**config.mk**
```make
export PLATFORM = sky130hd
export DESIGN_NAME = c_source_tokenizer_core
export DESIGN_NICKNAME = d
export VERILOG_FILES = /design/src/ctok_pkg.sv /design/src/ctok_front.sv /design/src/ctok_back.sv /design/src/c_source_tokenizer_core.sv
export SDC_FILE = /design/constraint.sdc
export NUM_CORES = 1
export LEC_CHECK = 0
export ABC_AREA = 1
export BUFFER_PORTS_ARGS = -buffer_cell sky130_fd_sc_hd__buf_2
export CELL_PAD_IN_SITES_DETAIL_PLACEMENT = 1
export CELL_PAD_IN_SITES_GLOBAL_PLACEMENT = 1
export CORE_MARGIN = 5
export CORE_UTILIZATION = 49
export CTS_BUF_LIST = sky130_fd_sc_hd__clkbuf_8
export CTS_CLUSTER_SIZE = 10
export DETAILED_ROUTE_END_ITERATION = 10
export HOLD_SLACK_MARGIN = 0.15
export PLACE_DENSITY_LB_ADDON = 0.1
export SYNTH_ARGS = -nofsm -noshare
export SYNTH_HDL_FRONTEND = slang
export SYNTH_HIERARCHICAL = 1
export SYNTH_SLANG_ARGS = --single-unit
```
**constraint.sdc**
```tcl
create_clock -name clk -period 5.9 [get_ports clk]
set_input_delay 0.295 -clock clk [delete_from_list [all_inputs] [get_ports clk]]
set_output_delay 0.295 -clock clk [all_outputs]
set_load 0.005 [all_outputs]
```
**src/ctok_pkg.sv**
```systemverilog
// shared types and constants of the c source tokenizer
// byte class codes, result kind and error codes, result record
// no dependencies
package ctok_pkg;

  localparam int CH_W      = 8;
  localparam int KIND_W    = 4;
  localparam int ERR_W     = 2;
  localparam int LINE_W    = 16;
  localparam int COL_W     = 10;
  localparam int LEN_W     = 11;

  // byte classes, decided in the front part
  localparam int CLS_W = 4;
  typedef logic [CLS_W-1:0] cls_t;
  localparam cls_t CLS_NUL    = 4'd0;
  localparam cls_t CLS_CR     = 4'd1;
  localparam cls_t CLS_LF     = 4'd2;
  localparam cls_t CLS_BLANK  = 4'd3;
  localparam cls_t CLS_ALPHA  = 4'd4;
  localparam cls_t CLS_DIGIT  = 4'd5;
  localparam cls_t CLS_SYM    = 4'd6;
  localparam cls_t CLS_HASH   = 4'd7;
  localparam cls_t CLS_DQUOTE = 4'd8;
  localparam cls_t CLS_SQUOTE = 4'd9;
  localparam cls_t CLS_OTHER  = 4'd10;

  // token kinds
  localparam logic [KIND_W-1:0] K_BLANK   = 4'd0;
  localparam logic [KIND_W-1:0] K_WORD    = 4'd1;
  localparam logic [KIND_W-1:0] K_NUMBER  = 4'd2;
  localparam logic [KIND_W-1:0] K_SYMBOLS = 4'd3;
  localparam logic [KIND_W-1:0] K_STRING  = 4'd4;
  localparam logic [KIND_W-1:0] K_CHAR    = 4'd5;
  localparam logic [KIND_W-1:0] K_NEWLINE = 4'd6;
  localparam logic [KIND_W-1:0] K_END     = 4'd7;
  localparam logic [KIND_W-1:0] K_ERROR   = 4'd8;

  // error codes
  localparam logic [ERR_W-1:0] E_NONE     = 2'd0;
  localparam logic [ERR_W-1:0] E_UNKNOWN  = 2'd1;
  localparam logic [ERR_W-1:0] E_QUOTE    = 2'd2;
  localparam logic [ERR_W-1:0] E_TOO_LONG = 2'd3;

  // result queue geometry
  localparam int RQ_DEPTH = 4;
  localparam int RQ_PTR_W = 2;
  localparam int RQ_CNT_W = 3;

  typedef struct packed {
    logic valid;
    cls_t cls;
  } cls_item_t;

  typedef struct packed {
    logic [KIND_W-1:0] kind;
    logic [ERR_W-1:0]  error_code;
    logic [LINE_W-1:0] line_number;
    logic [COL_W-1:0]  start_column;
    logic [LEN_W-1:0]  token_length;
    logic              last;
  } result_t;

endpackage

```
**src/ctok_front.sv**
```systemverilog
// front part: classifies each accepted byte and holds it in a two-entry queue
// feeding the back part; uses ctok_pkg
module ctok_front
  import ctok_pkg::*;
(
  input  logic            clk,
  input  logic            rst,
  input  logic            push,
  input  logic [CH_W-1:0] ch,
  output logic            full,
  output cls_item_t       item,
  input  logic            take
);

  cls_t       slot [2];
  logic       wr_ptr;
  logic       rd_ptr;
  logic [1:0] count;
  cls_t       cls_in;
  logic       do_push;
  logic       do_pop;

  always_comb begin
    if (ch == 8'd0) begin
      cls_in = CLS_NUL;
    end else if (ch == 8'd13) begin
      cls_in = CLS_CR;
    end else if (ch == 8'd10) begin
      cls_in = CLS_LF;
    end else if (ch == 8'd32 || ch == 8'd9) begin
      cls_in = CLS_BLANK;
    end else if ((ch >= 8'd97 && ch <= 8'd122) || (ch >= 8'd65 && ch <= 8'd90) ||
                 ch == 8'd95) begin
      cls_in = CLS_ALPHA;
    end else if (ch >= 8'd48 && ch <= 8'd57) begin
      cls_in = CLS_DIGIT;
    end else if (ch == 8'd35) begin
      cls_in = CLS_HASH;
    end else if (ch == 8'd34) begin
      cls_in = CLS_DQUOTE;
    end else if (ch == 8'd39) begin
      cls_in = CLS_SQUOTE;
    end else if ((ch >= 8'd33 && ch <= 8'd47) || (ch >= 8'd58 && ch <= 8'd64) ||
                 (ch >= 8'd91 && ch <= 8'd94) || ch == 8'd96 ||
                 (ch >= 8'd123 && ch <= 8'd126)) begin
      cls_in = CLS_SYM;
    end else begin
      cls_in = CLS_OTHER;
    end
  end

  assign full       = (count == 2'd2);
  assign do_push    = push && !full;
  assign do_pop     = take && (count != 2'd0);
  assign item.valid = (count != 2'd0);
  assign item.cls   = slot[rd_ptr];

  always_ff @(posedge clk) begin
    if (do_push) begin
      slot[wr_ptr] <= cls_in;
    end
  end

  always_ff @(posedge clk) begin
    if (rst) begin
      wr_ptr <= 1'b0;
      rd_ptr <= 1'b0;
      count  <= 2'd0;
    end else begin
      if (do_push) begin
        wr_ptr <= ~wr_ptr;
      end
      if (do_pop) begin
        rd_ptr <= ~rd_ptr;
      end
      count <= count + {1'b0, do_push} - {1'b0, do_pop};
    end
  end

endmodule

```
**src/ctok_back.sv**
```systemverilog
// back part: token state machine and a four-entry result queue that takes
// up to two results per byte; uses ctok_pkg
module ctok_back
  import ctok_pkg::*;
#(
  parameter int MAX_LINE = 1024
)
(
  input  logic      clk,
  input  logic      rst,
  input  cls_item_t item,
  output logic      take,
  input  logic      pop,
  output result_t   head,
  output logic      empty
);

  localparam int CW = $clog2(MAX_LINE + 1);
  localparam logic [CW-1:0] MAX_COL = CW'(MAX_LINE);

  localparam logic [2:0] RK_IDLE  = 3'd0;
  localparam logic [2:0] RK_BLANK = 3'd1;
  localparam logic [2:0] RK_WORD  = 3'd2;
  localparam logic [2:0] RK_NUM   = 3'd3;
  localparam logic [2:0] RK_SYM   = 3'd4;
  localparam logic [2:0] RK_STR   = 3'd5;
  localparam logic [2:0] RK_CHR   = 3'd6;

  // token state
  logic [2:0]        run_kind;
  logic [CW-1:0]     run_start;
  logic [CW-1:0]     run_length;
  logic [CW-1:0]     column;
  logic [LINE_W-1:0] line_count;
  logic              after_cr;

  logic [2:0]        run_kind_next;
  logic [CW-1:0]     run_start_next;
  logic [CW-1:0]     run_length_next;
  logic [CW-1:0]     column_next;
  logic [LINE_W-1:0] line_count_next;
  logic              after_cr_next;

  // result queue
  result_t             rq [RQ_DEPTH];
  logic [RQ_PTR_W-1:0] wr_ptr;
  logic [RQ_PTR_W-1:0] rd_ptr;
  logic [RQ_CNT_W-1:0] count;

  logic    is_run;
  logic    is_lit;
  logic    cont;
  logic    close_v;
  logic    tail_v;
  result_t close_res;
  result_t tail_res;
  result_t run_res;
  result_t here_res;
  result_t r0;
  result_t r1;
  logic [1:0] n;
  cls_t    c;
  logic    do_pop;

  assign c      = item.cls;
  assign take   = item.valid && (count <= RQ_CNT_W'(RQ_DEPTH - 2));
  assign is_run = (run_kind >= RK_BLANK) && (run_kind <= RK_SYM);
  assign is_lit = (run_kind == RK_STR) || (run_kind == RK_CHR);

  always_comb begin
    case (run_kind)
      RK_BLANK: cont = (c == CLS_BLANK);
      RK_WORD:  cont = (c == CLS_ALPHA) || (c == CLS_DIGIT);
      RK_NUM:   cont = (c == CLS_DIGIT);
      RK_SYM:   cont = (c == CLS_SYM) || (c == CLS_HASH) ||
                       (c == CLS_DQUOTE) || (c == CLS_SQUOTE);
      default:  cont = 1'b0;
    endcase
  end

  always_comb begin
    run_res.kind         = KIND_W'(run_kind) - KIND_W'(1);
    run_res.error_code   = E_NONE;
    run_res.line_number  = line_count;
    run_res.start_column = COL_W'(run_start);
    run_res.token_length = LEN_W'(run_length);
    run_res.last         = 1'b0;
    here_res             = run_res;
    here_res.start_column = COL_W'(column);
    here_res.token_length = LEN_W'(1);
  end

  always_comb begin
    close_v         = 1'b0;
    close_res       = run_res;
    tail_v          = 1'b0;
    tail_res        = here_res;
    run_kind_next   = run_kind;
    run_start_next  = run_start;
    run_length_next = run_length;
    column_next     = column;
    line_count_next = line_count;
    after_cr_next   = 1'b0;
    if (c == CLS_NUL) begin
      // close anything open, report end, back to reset state
      close_v = is_run || is_lit;
      if (is_lit) begin
        close_res.kind       = K_ERROR;
        close_res.error_code = E_QUOTE;
      end
      tail_v                = 1'b1;
      tail_res.kind         = K_END;
      tail_res.token_length = '0;
      run_kind_next         = RK_IDLE;
      run_start_next        = '0;
      run_length_next       = '0;
      column_next           = '0;
      line_count_next       = '0;
    end else if ((c == CLS_CR) || (c == CLS_LF)) begin
      if (!((c == CLS_LF) && after_cr)) begin
        close_v = is_run || is_lit;
        if (is_lit) begin
          close_res.kind       = K_ERROR;
          close_res.error_code = E_QUOTE;
        end
        tail_v          = 1'b1;
        tail_res.kind   = K_NEWLINE;
        run_kind_next   = RK_IDLE;
        run_start_next  = '0;
        run_length_next = '0;
        column_next     = '0;
        if (line_count != '1) begin
          line_count_next = line_count + LINE_W'(1);
        end
        after_cr_next = (c == CLS_CR);
      end
    end else if (column >= MAX_COL) begin
      // over-long line: report an open run and a too-long error, drop an open literal
      close_v             = is_run;
      tail_v              = 1'b1;
      tail_res.kind       = K_ERROR;
      tail_res.error_code = E_TOO_LONG;
      run_kind_next       = RK_IDLE;
      run_start_next      = '0;
      run_length_next     = '0;
    end else if (is_lit) begin
      if (((run_kind == RK_STR) && (c == CLS_DQUOTE)) ||
          ((run_kind == RK_CHR) && (c == CLS_SQUOTE))) begin
        tail_v          = 1'b1;
        tail_res        = run_res;
        run_kind_next   = RK_IDLE;
        run_start_next  = '0;
        run_length_next = '0;
      end else begin
        run_length_next = run_length + CW'(1);
      end
      column_next = column + CW'(1);
    end else if (cont) begin
      run_length_next = run_length + CW'(1);
      column_next     = column + CW'(1);
    end else begin
      close_v         = is_run;
      run_start_next  = column;
      run_length_next = CW'(1);
      case (c)
        CLS_BLANK: run_kind_next = RK_BLANK;
        CLS_ALPHA: run_kind_next = RK_WORD;
        CLS_DIGIT: run_kind_next = RK_NUM;
        CLS_SYM:   run_kind_next = RK_SYM;
        CLS_DQUOTE, CLS_SQUOTE: begin
          run_kind_next   = (c == CLS_DQUOTE) ? RK_STR : RK_CHR;
          run_start_next  = column + CW'(1);
          run_length_next = '0;
        end
        default: begin
          // hash or unknown byte at token start
          run_kind_next       = RK_IDLE;
          run_start_next      = '0;
          run_length_next     = '0;
          tail_v              = 1'b1;
          tail_res.kind       = K_ERROR;
          tail_res.error_code = E_UNKNOWN;
        end
      endcase
      column_next = column + CW'(1);
    end
  end

  // pack up to two results in order, mark the final one
  always_comb begin
    n       = {1'b0, close_v} + {1'b0, tail_v};
    r0      = close_v ? close_res : tail_res;
    r0.last = (n == 2'd1);
    r1      = tail_res;
    r1.last = 1'b1;
  end

  assign do_pop = pop && (count != '0);
  assign empty  = (count == '0);
  assign head   = rq[rd_ptr];

  always_ff @(posedge clk) begin
    if (take) begin
      if (n != 2'd0) begin
        rq[wr_ptr] <= r0;
      end
      if (n == 2'd2) begin
        rq[wr_ptr + RQ_PTR_W'(1)] <= r1;
      end
    end
  end

  always_ff @(posedge clk) begin
    if (rst) begin
      run_kind   <= RK_IDLE;
      run_start  <= '0;
      run_length <= '0;
      column     <= '0;
      line_count <= '0;
      after_cr   <= 1'b0;
      wr_ptr     <= '0;
      rd_ptr     <= '0;
      count      <= '0;
    end else begin
      if (take) begin
        run_kind   <= run_kind_next;
        run_start  <= run_start_next;
        run_length <= run_length_next;
        column     <= column_next;
        line_count <= line_count_next;
        after_cr   <= after_cr_next;
        wr_ptr     <= wr_ptr + RQ_PTR_W'(n);
      end
      if (do_pop) begin
        rd_ptr <= rd_ptr + RQ_PTR_W'(1);
      end
      count <= count + (take ? RQ_CNT_W'(n) : RQ_CNT_W'(0)) - RQ_CNT_W'(do_pop);
    end
  end

endmodule

```
**src/c_source_tokenizer_core.sv**
```systemverilog
// top level of the c source tokenizer: front classifier and back token engine
// depends on ctok_pkg, ctok_front, ctok_back
//
//   channel   | direction | handshake          | payload
//   ----------+-----------+--------------------+------------------------------------
//   source    | in        | push / full        | ch
//   tokens    | out       | pop / empty        | kind, error_code, line_number,
//             |           |                    | start_column, token_length, last
//
// one byte per cycle sustained while the result queue has room; the token engine in the back part updates its
// state for one taken byte each cycle and writes zero, one or two results per byte
// results leave one per cycle, so bytes that close a run and open an error, newline or end
// (two results) are limited by the result port to one token per cycle
// a source byte is registered in the byte queue and then in the result queue before its first result shows
// rst is synchronous and clears all token state and both queues; no clearing pass
// stalls on pop back up through the result queue, the byte queue and then full
module c_source_tokenizer_core
  import ctok_pkg::*;
#(
  parameter int MAX_LINE = 1024
)
(
  input  logic              clk,
  input  logic              rst,
  input  logic              push,
  output logic              full,
  input  logic [CH_W-1:0]   ch,
  output logic              empty,
  input  logic              pop,
  output logic [KIND_W-1:0] kind,
  output logic [ERR_W-1:0]  error_code,
  output logic [LINE_W-1:0] line_number,
  output logic [COL_W-1:0]  start_column,
  output logic [LEN_W-1:0]  token_length,
  output logic              last
);

  // classified byte handed from front to back
  cls_item_t item;
  logic      take;
  result_t   head;

  ctok_front u_front (
    .clk  (clk),
    .rst  (rst),
    .push (push),
    .ch   (ch),
    .full (full),
    .item (item),
    .take (take)
  );

  ctok_back #(
    .MAX_LINE (MAX_LINE)
  ) u_back (
    .clk   (clk),
    .rst   (rst),
    .item  (item),
    .take  (take),
    .pop   (pop),
    .head  (head),
    .empty (empty)
  );

  // oldest waiting token on the result ports
  assign kind         = head.kind;
  assign error_code   = head.error_code;
  assign line_number  = head.line_number;
  assign start_column = head.start_column;
  assign token_length = head.token_length;
  assign last         = head.last;

endmodule

```
Word level (Yosys, flattened, before mapping)
Memories as Yosys holds them, arrays and structs flattened. A register that Yosys moved wholly into a read port is not among the register bits. Cells that the tools add are included.

Register bits after elaboration: 63. Memory bits (writable): 184. Input port bits: 12. Output and inout bits: 46. Logic and storage cells: 216. Memories: 2.

$add $sub $neg: 12. Order comparisons: 18. Equality and inequality tests: 33. Multiplexer cells: 91. Bitwise logic cells: 2. Reduce and logical (&&, ||, !) cells: 46.

Memories: u_back.rq (depth 4, width 44, rd ports 1, clocked after Yosys merged registers in 1, write ports 2, line ctok_back.sv:45) `result_t rq [RQ_DEPTH];`; u_front.slot (depth 2, width 4, rd ports 1, clocked after Yosys merged registers in 1, write ports 1, line ctok_front.sv:15) `cls_t slot [2];`.

Operators by type and width (count): $mux W11 (11); $mux W22 (3); $mux W16 (4); $mux W10 (6); $mux W4 (13); $mux W6 (8); $mux W44 (1); $le A8 B7 Y1 const B (5); $mux W40 (1); $eq A8 B6 Y1 const B (4); $ge A8 B7 Y1 const B (4); $mux W1 (29); $mux W28 (1); $eq A8 B4 Y1 const B (3); $ge A8 B6 Y1 const B (3); $add A11 B1 Y11 const B (2); $mux W3 (7); $pmux W10 S2 (1); $add A16 B1 Y16 const B (1); $eq A4 B3 Y1 const B (4); $eq A8 B7 Y1 const B (2); $le A8 B6 Y1 const B (2); $ne A16 B16 Y1 const B (1); $logic_and A1 B1 Y1 (15); other kinds (42) (71).

Depth between registers and ports, before layout
Word-level depth: 16. Mapped depth: 22. Gate-level depth less buffers: 20.

Modules after synthesis
The synthesis kept the hierarchy.

By module, submodules not included: ctok_back (instances 1, cells an instance 1438, area each 12182.9 um^2, sequential area each 6466.2 um^2); ctok_front (instances 1, cells an instance 101, area each 805.8 um^2, sequential area each 340.3 um^2).

Worst setup path after synthesis
Ideal clock, no wire load.

Path type: register to register. From: reg with a tool-made name. To: mem u_back/rq[3][10] in the netlist's numbering, enable pin. Setup time: 0.397 ns. Arrival time: 3.779 ns. Required time: 5.503 ns. Slack: 1.724 ns. Stages on the path, launching flop included: 19. Buffers on the path: 4. Period minus slack after synthesis: 4.176 ns. Cell sequence: dfxtp_1 mux2_2 buf_4 nor2_1 inv_1 nor2_2 inv_2 o21ai_1 nand2_1 nand2_4 inv_2 buf_6 ha_1 or2_1 buf_2 nor2_2 nor2_2 buf_2 inv_1.

RTL lines (line): end: declaration (ctok_back.sv:45).

==> results_dict.tcl <==
set metrics [dict create \
    status "complete, no violations" \
    syn-cell-area_sq_um 13000 \
    cts_tree "done" \
    period_needed_ns 4.90 \
    synth.avg_cell_area_sq_um 8.44 \
    p_leak_nw 5.38 \
    slowest_stage "nand2_2" \
    cts_sinks 250 \
    yosys_warnings 6 \
    wl_per_cell_um 20.4 \
    slew_headroom_pct 22.8 \
    drt-total-wl_um 40100 \
    area_growth_pct 10.1 \
    fp.coreArea_sq_um 26100 \
    drc_errors 0 \
    max_freq_mhz 204 \
    crit_top_cell "inv_2" \
    grt_pass1_wl_um 63000 \
    path_class "flop to flop" \
    grt_usage_pct 25.8 \
    clk_latency_ns 0.57 \
    muxShareOfSynthArea_pct 0.347 \
    cts.path.max_buffers 3 \
    finalHoldViolCount 0 \
    cp_top_family "simple AND/OR/NAND/NOR gates" \
    tns_ns 0 \
    dieArea_sq_um 29900 \
    synth-compound-area-share_pct 12.9 \
    htree_num_levels 2 \
    drtAntennaViolNets 0 \
    synthArstFlopShare_pct 0 \
    hp-start "push" \
    hold_slack_ns 0.227 \
    gr-total-overflow 0 \
    cp.required_ns 6.31 \
    hold_path.class "input port to flop" \
    synthSimpleGateAreaFrac_pct 25.0 \
    final_max_slew_viol_count 0 \
    drt_pass1_iterations 5 \
    dp_hpwl_um 27500 \
    ys.flop_type "edfxtp_1" \
    grt_pass1_vias 11600 \
    synth_cell_types 51 \
    cts_root_buffer "clkbuf_8" \
    cp_max_fo 30 \
    final_common_cell "nand2_1" \
    die_height_um 173 \
    rsz0062_at_grt "no" \
    start_util_pct 49.8 \
    num_rows 59 \
    max_stage_delay_ns 0.64 \
    vdd_drop_max_uv 236 \
    critPathArrivalTime_ns 5.31 \
    fp.dieW_um 173 \
    cap_violations 0 \
    setup_viol 0 \
    post-route-period-util_pct 83.0 \
    clock_skew_ns 0.0276 \
    syn_nets 1570 \
    dr_total_vias 11300 \
    cp-start-kind "flop" \
    drt_iter0_markers 991 \
    antenna_cells 0 \
    boundaryPins 58 \
    end_kind "flop" \
    drive_above_1_share_pct 13.7 \
    postCtsSetupRepairBufs 0 \
    io_buffers 57 \
    nNetsFinal 1622 \
    cts_made_buffers 43 \
    synth_edf_count 180 \
    place_congestion 0.916 \
    antenna_found_initial 0 \
    netlist_instances 1539 \
    final_cell_mix "nand2_1 (316), nor2_1 (217), edfxtp_1 (180), o21ai_0 (161), inv_1 (124)" \
    synthAdderAreaFrac_pct 1.89 \
    routed_via_density 5.79 \
    tightest_slew_ns 1.16 \
    grt_max_degree 90 \
    cp_num_buf_inv 6 \
    crit_chain "mux2_2 > nor2_1 > inv_1 > nor2_2 > inv_2 > o21ai_1 > nand2_1 > nand2_4 > inv_2 > ha_1 > or2_1 > nor3_4 > buf_4 > inv_2 > nand2_2 > inv_2 > a211oi_2" \
    ys_ff_latch 250 \
    synth_top_family_by_area "simple AND/OR/NAND/NOR gates" \
    synth_xor_area_share_pct 1.08 \
    clk_pin_slew_ns 0.07 \
    final.fill_count 3139 \
    powerDensity_nw_per_um2 460 \
    yosysSeqAreaShare_pct 52.4 \
]
==> report_power, final <==
part / switching, mW / total [mW] / internal, mW
clock network: 0.721 / 1.48 / 0.757
logic: 1.94 / 2.60 / 0.662
registers: 0.167 / 2.50 / 2.33
total: 2.83 / 6.58 / 3.75
==> kinds of logic after synthesis <==
family                   after synthesis
AND/OR/NAND/NOR                      746
AO/OA/AOI/OAI                        304
flip-flops                           250
buffers and inverters                200
adder cells (fa/ha/maj)               19
XOR/XNOR                              16
multiplexers                           4
==> worst reg2reg max path, stage by stage (launching register included) <==
cell      delay (ns)
dfxtp_1         0.43
mux2_2          0.45
nor2_1          0.19
inv_1           0.07
nor2_2          0.25
inv_2           0.16
o21ai_1         0.16
nand2_1         0.13
nand2_4         0.26
inv_2           0.22
ha_1            0.24
or2_1           0.33
nor3_4          0.15
buf_4           0.35
inv_2           0.09
nand2_2         0.64
inv_2           0.40
a211oi_2        0.23
==> final cells by class <==
| class | count | area [sq um] | share of cell area, % |
|---|---|---|---|
| sequential | 250 | 6810 | 47.6 |
| multi-input combinational | 1089 | 5360 | 37.5 |
| tap | 335 | 419 | 2.93 |
| inverter | 131 | 492 | 3.44 |
| clock inverter | 33 | 176 | 1.23 |
| clock buffer | 45 | 619 | 4.33 |
| timing repair buffer | 76 | 430 | 3.01 |
==> cells in the mapped netlist, types with 3 or more instances <==
| cell | instances | area share [%] |
|---|---|---|
| nor3b_1 | 3 | 0.17 |
| nor4_1 | 5 | 0.24 |
| a211oi_1 | 4 | 0.23 |
| o21ai_2 | 11 | 0.74 |
| nor2_4 | 3 | 0.26 |
| o21ai_1 | 14 | 0.54 |
| nand2_1 | 316 | 9.1 |
| inv_1 | 112 | 3.2 |
| o22ai_1 | 45 | 2.2 |
| xor2_1 | 15 | 1.0 |
| nand3_2 | 5 | 0.39 |
| clkbuf_1 | 43 | 1.2 |
| nor3_2 | 4 | 0.31 |
| ha_1 | 18 | 1.7 |
| o21ai_0 | 161 | 6.2 |
| inv_2 | 17 | 0.49 |
| nand2_2 | 5 | 0.24 |
| dfxtp_1 | 70 | 11 |
| nand3_1 | 113 | 4.4 |
| a21oi_1 | 59 | 2.3 |
| nor2_2 | 26 | 1.3 |
| nand4_1 | 11 | 0.53 |
| edfxtp_1 | 180 | 42 |
| nor2_1 | 217 | 6.3 |
| buf_6 | 5 | 0.43 |
| buf_2 | 12 | 0.46 |
| mux2_2 | 4 | 0.35 |
| buf_4 | 8 | 0.46 |
| nor3_1 | 25 | 0.96 |
| or2_2 | 4 | 0.19 |
==> path summary, 6_finish.rpt <==
path                      endpoint  slack [ns]  cells after the start
min                 u_front/wr_ptr        0.23                      4
max reg2reg       u_back/rq[0][38]        1.00                     17
max               u_back/rq[0][38]        1.00                     17
min reg2reg  u_back/run_length[10]        0.47                      2
==> metal layers <==
metal	wire, um	vias to the layer above	GRT usage [%]
li1	-	5335	-
met3	2580	68	4.32
met4	853	0	6.65
met2	18700	351	42.2
met1	17900	5589	36.0
met5	0	-	0
==> stage by stage <==
stage	util [%]	area (sq um)	setup WS [ns]	std cells	total power, mW
2_1_floorplan	-	13000	1.72	1539	4.15
5_1_grt	54.9	14300	0.663	1959	6.97
3_3_place_gp	51.8	13500	1.24	1880	4.97
3_5_place_dp	51.8	13500	1.03	1880	5.09
4_1_cts	54.9	14300	0.983	1959	6.59
6_report	54.9	14300	1.00	1959	6.58
==> flip-flops by register name, summed over array words and instances, names as in the netlist, 2 cells and up, named ones only <==
register / count
u_back/count: 3
u_back/run_length: 11
u_back/run_kind: 3
u_back/column: 11
u_back/rq: 176
u_back/wr_ptr: 2
u_front/count: 2
u_back/run_start: 10
u_front/slot: 8
u_back/rd_ptr: 2
u_back/line_count: 16
==> what timing repair did <==
| action | 4_1_cts | 5_1_grt |
|---|---|---|
| endpoints found under the hold margin | 1 | 0 |
| gates resized for setup | 0 | 0 |
| hold buffers | 1 | 0 |
No activity file was read; power rests on OpenSTA's default activity.
